File: src/bqlp_pkg.sv
`default_nettype none

package bqlp_pkg;

	// default sizes
	localparam int CHANNELS_DEF = 9;
	localparam int SECTIONS_DEF = 3;

	// fixed field and datapath widths
	localparam int SAMPLE_BITS = 16;
	localparam int CHAN_W      = 4;
	localparam int STATE_W     = 32;
	localparam int STATE_FRAC  = 8;
	localparam int COEF_W      = 25;
	localparam int COEF_FRAC   = 22;
	localparam int PROD_W      = STATE_W + COEF_W;
	localparam int ACC_W       = PROD_W + 2;
	localparam int STEP_W      = 4;
	localparam int SEC_IDX_W   = 3;
	localparam int RND_W       = STATE_W + 1 - STATE_FRAC;

	// input and output words
	typedef struct packed {
		logic [CHAN_W-1:0]             channel;
		logic signed [SAMPLE_BITS-1:0] sample;
	} item_t;

	typedef struct packed {
		logic [CHAN_W-1:0]             channel_out;
		logic signed [SAMPLE_BITS-1:0] filtered;
		logic                          clipped;
	} result_t;

	// microcode fields
	typedef enum logic [1:0] {
		OPND_Z1 = 2'd0,
		OPND_Z2 = 2'd1,
		OPND_W  = 2'd2
	} opnd_t;

	typedef enum logic [2:0] {
		COEF_A1 = 3'd0,
		COEF_A2 = 3'd1,
		COEF_B0 = 3'd2,
		COEF_B1 = 3'd3,
		COEF_B2 = 3'd4
	} coef_sel_t;

	typedef enum logic [2:0] {
		ACC_HOLD   = 3'd0,
		ACC_LOAD_Y = 3'd1,
		ACC_LOAD_P = 3'd2,
		ACC_ADD_P  = 3'd3,
		ACC_SUB_P  = 3'd4
	} acc_op_t;

	typedef struct packed {
		opnd_t     opnd;
		coef_sel_t coef;
		acc_op_t   acc_op;
		logic      take_w;
		logic      take_y;
		logic      mem_rd;
		logic      mem_wr;
		logic      last;
	} ctrl_t;

	// program addresses, one section per pass
	localparam logic [STEP_W-1:0] UC_READ = 4'd0;
	localparam logic [STEP_W-1:0] UC_FB1  = 4'd1;
	localparam logic [STEP_W-1:0] UC_FB2  = 4'd2;
	localparam logic [STEP_W-1:0] UC_FB3  = 4'd3;
	localparam logic [STEP_W-1:0] UC_W    = 4'd4;
	localparam logic [STEP_W-1:0] UC_FF0  = 4'd5;
	localparam logic [STEP_W-1:0] UC_FF1  = 4'd6;
	localparam logic [STEP_W-1:0] UC_FF2  = 4'd7;
	localparam logic [STEP_W-1:0] UC_FF3  = 4'd8;
	localparam logic [STEP_W-1:0] UC_Y    = 4'd9;
	localparam int STEPS_PER_SECTION = 10;

	// coefficient row of one section, q2.22
	typedef struct packed {
		logic signed [COEF_W-1:0] b0;
		logic signed [COEF_W-1:0] b1;
		logic signed [COEF_W-1:0] b2;
		logic signed [COEF_W-1:0] a1;
		logic signed [COEF_W-1:0] a2;
	} coef_row_t;

	function automatic coef_row_t coef_row(input logic [SEC_IDX_W-1:0] sec);
		coef_row_t r;
		case (sec)
			3'd0: r = '{b0: 25'sd5453, b1: 25'sd5453, b2: 25'sd0,
				a1: -25'sd2136998, a2: 25'sd0};
			3'd1: r = '{b0: 25'sd4194304, b1: 25'sd8395319, b2: 25'sd4201015,
				a1: -25'sd4599474, a2: 25'sd1490656};
			3'd2: r = '{b0: 25'sd4194304, b1: 25'sd8386091, b2: 25'sd4191787,
				a1: -25'sd5743260, a2: 25'sd2904975};
			// unity pass-through
			default: r = '{b0: 25'sd4194304, b1: 25'sd0, b2: 25'sd0,
				a1: 25'sd0, a2: 25'sd0};
		endcase
		return r;
	endfunction

	// control store
	function automatic ctrl_t ucode(input logic [STEP_W-1:0] step);
		ctrl_t c;
		c = '{opnd: OPND_Z1, coef: COEF_A1, acc_op: ACC_HOLD, take_w: 1'b0,
			take_y: 1'b0, mem_rd: 1'b0, mem_wr: 1'b0, last: 1'b0};
		case (step)
			UC_READ: c.mem_rd = 1'b1;
			UC_FB1: begin
				c.acc_op = ACC_LOAD_Y;
				c.opnd   = OPND_Z1;
				c.coef   = COEF_A1;
			end
			UC_FB2: begin
				c.acc_op = ACC_SUB_P;
				c.opnd   = OPND_Z2;
				c.coef   = COEF_A2;
			end
			UC_FB3: c.acc_op = ACC_SUB_P;
			UC_W: c.take_w = 1'b1;
			UC_FF0: begin
				c.opnd   = OPND_W;
				c.coef   = COEF_B0;
				c.mem_wr = 1'b1;
			end
			UC_FF1: begin
				c.acc_op = ACC_LOAD_P;
				c.opnd   = OPND_Z1;
				c.coef   = COEF_B1;
			end
			UC_FF2: begin
				c.acc_op = ACC_ADD_P;
				c.opnd   = OPND_Z2;
				c.coef   = COEF_B2;
			end
			UC_FF3: c.acc_op = ACC_ADD_P;
			UC_Y: begin
				c.take_y = 1'b1;
				c.last   = 1'b1;
			end
			default: c.last = 1'b1;
		endcase
		return c;
	endfunction

	// round off the coefficient fraction and saturate to a delay word
	function automatic logic signed [STATE_W-1:0] round_sat(
		input logic signed [ACC_W-1:0] acc);
		logic signed [ACC_W-1:0]           t;
		logic [ACC_W-COEF_FRAC-1:0]        q;
		logic [ACC_W-COEF_FRAC-STATE_W:0]  hi;
		logic signed [STATE_W-1:0]         r;
		t  = acc + ACC_W'(1 << (COEF_FRAC - 1));
		q  = t[ACC_W-1:COEF_FRAC];
		hi = q[ACC_W-COEF_FRAC-1:STATE_W-1];
		if ((&hi) || !(|hi))
			r = q[STATE_W-1:0];
		else if (q[ACC_W-COEF_FRAC-1])
			r = {1'b1, {(STATE_W-1){1'b0}}};
		else
			r = {1'b0, {(STATE_W-1){1'b1}}};
		return r;
	endfunction

	// round a delay word to an integer sample, clip flag on top
	function automatic logic [SAMPLE_BITS:0] round_out(
		input logic signed [STATE_W-1:0] y);
		logic signed [STATE_W:0]           t;
		logic [RND_W-1:0]                  q;
		logic [RND_W-SAMPLE_BITS:0]        hi;
		logic [SAMPLE_BITS:0]              r;
		t  = (STATE_W+1)'(y) + (STATE_W+1)'(1 << (STATE_FRAC - 1));
		q  = t[STATE_W:STATE_FRAC];
		hi = q[RND_W-1:SAMPLE_BITS-1];
		if ((&hi) || !(|hi))
			r = {1'b0, q[SAMPLE_BITS-1:0]};
		else if (q[RND_W-1])
			r = {1'b1, 1'b1, {(SAMPLE_BITS-1){1'b0}}};
		else
			r = {1'b1, 1'b0, {(SAMPLE_BITS-1){1'b1}}};
		return r;
	endfunction

endpackage

`default_nettype wire

File: src/biquad_cascade_lowpass.sv
// each accepted word runs the ten-step section program once per section, and ST_FIN
//   then loads its result word; the program runs on one shared multiplier and
//   one delay-memory port, and no new word is accepted before that load
// an out-of-range channel skips the section program and goes straight to ST_FIN
// reset: async, active low; a clearing pass zeroes every row of the delay memory
//   before the first word is accepted
`default_nettype none

module biquad_cascade_lowpass #(
	parameter int CHANNELS = bqlp_pkg::CHANNELS_DEF,
	parameter int SECTIONS = bqlp_pkg::SECTIONS_DEF
) (
	input  wire logic              clk,
	input  wire logic              arst_n,
	input  wire logic              item_valid,
	output logic                   item_stall,
	input  wire bqlp_pkg::item_t   item,
	output logic                   result_valid,
	input  wire logic              result_stall,
	output bqlp_pkg::result_t      result
);

	localparam int ROWS  = CHANNELS * SECTIONS;
	localparam int ROW_W = (ROWS > 1) ? $clog2(ROWS) : 1;
	localparam int SEC_W = (SECTIONS > 1) ? $clog2(SECTIONS) : 1;
	localparam int SW    = bqlp_pkg::STATE_W;

	typedef enum logic [3:0] {
		ST_CLEAR = 4'b0001,
		ST_IDLE  = 4'b0010,
		ST_RUN   = 4'b0100,
		ST_FIN   = 4'b1000
	} state_t;

	state_t                                state_q;
	logic [bqlp_pkg::STEP_W-1:0]           upc_q;
	logic [SEC_W-1:0]                      sec_q;
	logic [ROW_W-1:0]                      row_q;
	logic [ROW_W-1:0]                      clr_q;
	logic                                  bad_q;
	logic [bqlp_pkg::CHAN_W-1:0]           chan_q;
	logic signed [SW-1:0]                  y_q;
	logic signed [SW-1:0]                  w_q;
	logic signed [bqlp_pkg::ACC_W-1:0]     acc_q;
	logic signed [bqlp_pkg::PROD_W-1:0]    prod_q;
	logic [2*SW-1:0]                       rd_q;
	logic                                  result_valid_q;
	bqlp_pkg::result_t                     result_q;

	// delay memory, one row {z2, z1} per channel and section
	logic [2*SW-1:0] mem [ROWS];

	bqlp_pkg::ctrl_t                       uc;
	bqlp_pkg::coef_row_t                   crow;
	logic signed [SW-1:0]                  mul_a;
	logic signed [bqlp_pkg::COEF_W-1:0]    mul_c;
	logic                                  in_run;
	logic                                  accept;
	logic                                  chan_ok;
	logic                                  load_out;
	logic                                  mem_we;
	logic                                  mem_re;
	logic [ROW_W-1:0]                      mem_wa;
	logic [2*SW-1:0]                       mem_wd;
	logic [bqlp_pkg::SAMPLE_BITS:0]        rnd;

	// control word fetch and coefficients of the current section
	assign uc   = bqlp_pkg::ucode(upc_q);
	assign crow = bqlp_pkg::coef_row(bqlp_pkg::SEC_IDX_W'(sec_q));

	assign in_run   = (state_q == ST_RUN);
	assign item_stall = (state_q != ST_IDLE);
	assign accept   = item_valid && !item_stall;
	assign chan_ok  = int'(item.channel) < CHANNELS;
	assign load_out = (state_q == ST_FIN) && (!result_valid_q || !result_stall);
	assign rnd      = bqlp_pkg::round_out(y_q);

	// multiplier operand selection
	always_comb begin
		case (uc.opnd)
			bqlp_pkg::OPND_Z1: mul_a = rd_q[SW-1:0];
			bqlp_pkg::OPND_Z2: mul_a = rd_q[2*SW-1:SW];
			bqlp_pkg::OPND_W:  mul_a = w_q;
			default:           mul_a = w_q;
		endcase
		case (uc.coef)
			bqlp_pkg::COEF_A1: mul_c = crow.a1;
			bqlp_pkg::COEF_A2: mul_c = crow.a2;
			bqlp_pkg::COEF_B0: mul_c = crow.b0;
			bqlp_pkg::COEF_B1: mul_c = crow.b1;
			bqlp_pkg::COEF_B2: mul_c = crow.b2;
			default:           mul_c = crow.b0;
		endcase
	end

	// memory port control: clearing pass or section update
	always_comb begin
		mem_re = in_run && uc.mem_rd;
		mem_we = (state_q == ST_CLEAR) || (in_run && uc.mem_wr);
		if (state_q == ST_CLEAR) begin
			mem_wa = clr_q;
			mem_wd = '0;
		end else begin
			mem_wa = row_q;
			mem_wd = {rd_q[SW-1:0], w_q};
		end
	end

	always_ff @(posedge clk) begin
		if (mem_we)
			mem[mem_wa] <= mem_wd;
		if (mem_re)
			rd_q <= mem[row_q];
	end

	// sequencer
	always_ff @(posedge clk or negedge arst_n) begin
		if (!arst_n) begin
			state_q <= ST_CLEAR;
			upc_q   <= '0;
			sec_q   <= '0;
			row_q   <= '0;
			clr_q   <= '0;
			bad_q   <= 1'b0;
		end else begin
			case (state_q)
				ST_CLEAR: begin
					clr_q <= clr_q + 1'b1;
					if (clr_q == ROW_W'(ROWS - 1))
						state_q <= ST_IDLE;
				end
				ST_IDLE: begin
					if (accept) begin
						bad_q   <= !chan_ok;
						row_q   <= ROW_W'(int'(item.channel) * SECTIONS);
						sec_q   <= '0;
						upc_q   <= '0;
						state_q <= chan_ok ? ST_RUN : ST_FIN;
					end
				end
				ST_RUN: begin
					if (uc.last) begin
						upc_q <= '0;
						if (sec_q == SEC_W'(SECTIONS - 1)) begin
							state_q <= ST_FIN;
						end else begin
							sec_q <= sec_q + 1'b1;
							row_q <= row_q + 1'b1;
						end
					end else begin
						upc_q <= upc_q + 1'b1;
					end
				end
				ST_FIN: begin
					if (load_out)
						state_q <= ST_IDLE;
				end
				default: state_q <= ST_IDLE;
			endcase
		end
	end

	// datapath: shared multiplier, accumulator, w and y registers
	always_ff @(posedge clk) begin
		prod_q <= bqlp_pkg::PROD_W'(mul_a) * bqlp_pkg::PROD_W'(mul_c);
		if (accept)
			chan_q <= item.channel;
		if (in_run) begin
			case (uc.acc_op)
				bqlp_pkg::ACC_LOAD_Y:
					acc_q <= bqlp_pkg::ACC_W'(y_q) <<< bqlp_pkg::COEF_FRAC;
				bqlp_pkg::ACC_LOAD_P: acc_q <= bqlp_pkg::ACC_W'(prod_q);
				bqlp_pkg::ACC_ADD_P:  acc_q <= acc_q + bqlp_pkg::ACC_W'(prod_q);
				bqlp_pkg::ACC_SUB_P:  acc_q <= acc_q - bqlp_pkg::ACC_W'(prod_q);
				default:              acc_q <= acc_q;
			endcase
			if (uc.take_w)
				w_q <= bqlp_pkg::round_sat(acc_q);
		end
		if (accept)
			y_q <= SW'(item.sample) <<< bqlp_pkg::STATE_FRAC;
		else if (in_run && uc.take_y)
			y_q <= bqlp_pkg::round_sat(acc_q);
	end

	// output register
	always_ff @(posedge clk or negedge arst_n) begin
		if (!arst_n) begin
			result_valid_q <= 1'b0;
		end else begin
			if (load_out)
				result_valid_q <= 1'b1;
			else if (!result_stall)
				result_valid_q <= 1'b0;
		end
	end

	always_ff @(posedge clk) begin
		if (load_out) begin
			result_q.channel_out <= chan_q;
			result_q.filtered    <= bad_q ? '0 : rnd[bqlp_pkg::SAMPLE_BITS-1:0];
			result_q.clipped     <= bad_q ? 1'b0 : rnd[bqlp_pkg::SAMPLE_BITS];
		end
	end

	assign result_valid = result_valid_q;
	assign result       = result_q;

endmodule

`default_nettype wire

File: config.mk
export PLATFORM = sky130hd
export DESIGN_NAME = biquad_cascade_lowpass
export DESIGN_NICKNAME = d
export VERILOG_FILES = /design/src/bqlp_pkg.sv /design/src/biquad_cascade_lowpass.sv
export SDC_FILE = /design/constraint.sdc
export NUM_CORES = 2
export LEC_CHECK = 0
export ABC_AREA = 0
export ABC_CLOCK_PERIOD_IN_PS = 10800
export BUFFER_PORTS_ARGS = -buffer_cell sky130_fd_sc_hd__buf_2
export CAP_MARGIN = 20
export CORE_MARGIN = 5
export CORE_UTILIZATION = 37
export CTS_CLUSTER_SIZE = 16
export DETAILED_ROUTE_END_ITERATION = 12
export SYNTH_ARGS = -nofsm -noshare
export SYNTH_HDL_FRONTEND = slang
export SYNTH_SLANG_ARGS = --single-unit
File: constraint.sdc
create_clock -name clk -period 10.8 [get_ports clk]
set_input_delay 1.08 -clock clk [delete_from_list [all_inputs] [get_ports clk]]
set_output_delay 1.08 -clock clk [all_outputs]
set_load 0.01 [all_outputs]
==> impl_metrics.csv <==
group,metric,value,unit
setup_path,criticalPathCategory,"flop to flop",
setup_path,crit_slowest_cell,"nand3_1",
clocking,cts-root-buf,"clkbuf_16",
flow_run,cap_violations,0,
setup_path,max_stage_delay,0.86,ns
sta,rsz0062_at_grt,"false",
sta,max_freq,96.49,MHz
sta,slew_viol_final,0,
sta,fin_worst_skew,0.1201,ns
clocking,cts_sinks,2019,
floorplan,fp.dieW,555.9,microns
cells_and_area,fillers,27040,
floorplan,die-area,309000,sq um
synth,synth_edf_count,1932,
synth,synth_top_family_by_area,"adder cells",
synth,synth_nets,8698,
synth,synth_cell_types,83,
status,outcome,"completed",
setup_path,rrSetupSlack,0.44,ns
grt,grtUsageTotal,20.21,%
place,hpwl,201.8,mm
floorplan,die_y,555.9,microns
synth,yosys_warnings,0,
setup_path,critPathMostFrequentCell,"fa_1",
sta,tightest_slew,1.228,ns
synth,synth_compound_area_share,4.912,%
synth,synth.avg_cell_area,14.47,sq um
grt,grt_max_degree,137,
grt,grt_pass1_wl,462.7,mm
setup_path,reg2reg_to,"prod_q[44]$_DFF_P_",
routing,vias,65260,
clocking,cts.clk_slew.worst_paths,0.06,ns
routing,wl_per_cell,26.65,microns
floorplan,initial_core_util,37.15,%
cells_and_area,syn_to_final_growth,11.54,%
sta,setup_tns,0,ns
setup_path,r2r-start,"upc_q[1]$_DFFE_PN0P_",
clocking,clock_latency,0.90,ns
synth,synth_ff_type,"edfxtp_1",
cells_and_area,nets,8840,
floorplan,rows,200,
sta,setup-violations-final,0,
synth,syn-cell-area,110200,sq um
sta,period_share,95.96,%
setup_path,crit_fanout,16,
routing,ant_nets,0,
cells_and_area,drive_gt1_share,15.19,%
floorplan,core-area,296800,sq um
grt,overflow,0,
routing,dr.first_iter.drc_count,6433,
synth,synth_fa_ha_area_share,17.57,%
synth,synthArstFlopShare,1.090,%
routing,viasPerCell,5.498,
synth,ys_seq_area_share,54.30,%
synth,muxShareOfSynthArea,11.04,%
clocking,cts_buffers,212,
setup_path,crit_arrival,11.08,ns
synth,synth-xor-area-share,1.803,%
synth,synthSimpleGateAreaFrac,6.218,%
routing,finalWirelength,316.3,mm
sta,hold_viol,0,
place,io_buffers,46,
clocking,postCtsSetupBuffers,0,
clocking,cts_tree,"built",
place,place.gp.congestion,0.9503,
routing,firstDrtPassIters,6,
sta,relSlewSlack,17.91,%
setup_path,worstSetupStartpointType,"flop",
grt,antenna_found_initial,19,
routing,drcViolationCount,0,
setup_path,crit_path_end_kind,"flop",
synth,syn_inst,7619,
clocking,clock_path_buffers,4,
synth,ys_ff_latch,2019,
sta,finalCriticalPeriod,10.36,ns
grt,grt_pass1_vias,67300,
clocking,cts_max_level,4,
floorplan,io_pins,47,
hold_path,hold_path.class,"input pin to asynchronous set/reset pin",
setup_path,r2r_cells,34,
setup_path,worstPathRequired,11.52,ns
-- cell usage in the layout (no fill, tap or decap), types with 31 or more instances in the layout --
cell          n
nor2_4       31
mux4_2      448
clkinv_2     39
a21o_1       74
nand2_1     600
and3_1       31
xor2_1      114
nor3_1       34
ha_1        233
nor2_1      561
clkbuf_16   215
o21a_1       60
mux2i_1     133
o21ai_1      32
xnor2_1     113
a21oi_1     184
nor2b_1      69
nand3_1      71
o21ai_0     293
a22oi_1      34
inv_1       851
edfxtp_1   1932
dfxtp_1      65
mux2_2       67
o22a_1       33
clkbuf_1     50
buf_4       231
fa_1        822
buf_2        47
-- what timing repair did --
action                                 4_1_cts  5_1_grt
setup endpoints to repair                    0        3
gates resized for setup                      0        1
endpoints found under the hold margin        0        0
hold buffers                                 0        0
-- how the worst max path moves through the flow --
stage / startpoint / endpoint / slack, ns / cells after the start
after floorplan: upc_q[0]$_DFFE_PN0P_ / prod_q[56]$_DFF_P_ / 1.79 / 34
after global placement: upc_q[0]$_DFFE_PN0P_ / prod_q[41]$_DFF_P_ / 0.56 / 31
after detailed placement: upc_q[0]$_DFFE_PN0P_ / prod_q[41]$_DFF_P_ / 0.58 / 33
after CTS: upc_q[0]$_DFFE_PN0P_ / prod_q[41]$_DFF_P_ / 0.54 / 33
after global routing: upc_q[0]$_DFFE_PN0P_ / prod_q[44]$_DFF_P_ / 0.08 / 32
final: upc_q[1]$_DFFE_PN0P_ / prod_q[44]$_DFF_P_ / 0.44 / 34
-- critical path: cells and delay by family, from the launching register on --
family                   cells  cell delay, ns
AO/OA/AOI/OAI               11            2.79
XOR/XNOR                     1            0.13
adder cells (fa/ha/maj)      9            4.14
buffers and inverters        8            1.05
flip-flops                   1            0.41
AND/OR/NAND/NOR              5            1.77
-- Yosys cell counts (all sizes together) (11+ instances only) --
cell,n,area (sq um)
o21a,60,450.4
clkbuf,287,1077
o21ai,328,1642
dfxtp,65,1301
mux2i,133,1331
nor3,35,180.2
nor4,11,83.83
or2,11,68.82
nand4,27,168.9
or3,20,135.1
nand2b,30,187.7
a21oi,190,950.9
a22oi,34,255.2
edfxtp,1932,58020
a211oi,19,142.6
o22a,33,289.0
nor2b,86,538.0
mux2,67,754.5
inv,852,3198
o21bai,15,112.6
dfrtp,21,525.5
fa,822,16460
nand3,71,355.3
nor2,595,2253
and2,21,131.4
ha,233,2915
and3,34,212.7
nand2,603,2273
buf,74,296.5
xnor2,113,989.7
a31oi,28,175.2
a21o,74,555.5
xor2,114,998.5
mux4,448,10090
o31ai,29,227.7
-- metrics by stage --
| step | area [sq um] | util, % | hold slack, ns | setup slack [ns] | std cells |
|---|---|---|---|---|---|
| finish | 123000 | 41.44 | 0.2591 | 0.4358 | 11870 |
| global route | 123000 | 41.43 | 0.2693 | 0.07865 | 11860 |
| global placement | 116300 | 39.18 | 0.4085 | 0.5587 | 11480 |
| detailed placement | 116300 | 39.20 | 0.4063 | 0.5772 | 11480 |
| floorplan | 110200 | - | 0.4003 | 1.794 | 7619 |
| CTS | 122900 | 41.41 | 0.2278 | 0.5419 | 11860 |
-- kinds of logic (layout without fill, tap and decap cells) --
group / after synthesis / after routing
other cells: 0 / 11
compound gates: 880 / 880
buf+inv: 1214 / 1514
xor+xnor: 227 / 227
mux: 648 / 648
fa+ha+maj: 1055 / 1055
flops: 2019 / 2019
simple gates: 1576 / 1576
-- cell type report --
class	count	area [sq um]	share of cell area (%)
flip-flops and latches	2019	59890	48.70
multi-input cells	4386	46200	37.57
clock buffers	266	5570	4.530
well taps	3939	4928	4.008
inverters	853	3212	2.612
repair buffers	289	2162	1.758
clock inverters	106	988.4	0.8038
diodes	11	27.53	0.02238
-- registers in the layout, indices dropped and copies added, names as in the netlist, 2 cells and up --
signal,count
rd_q,64
clr_q,5
upc_q,4
state_q,4
acc_q,59
mem,1728
y_q,32
sec_q,2
chan_q,4
row_q,5
w_q,32
result,21
prod_q,57
-- layer usage --
metal  up-vias  global-route usage (%)  routed length, microns
li1      27400                       -                       -
met1     34770                   27.49                  129700
met2      2546                   33.39                  153100
met3       541                   2.854                   21390
met4         2                   6.997                   12010
met5         -                       0                      13
Power is left out: the tool's default activity adds up to more than one toggle a clock period on the data nets, which glitch-free logic cannot reach.
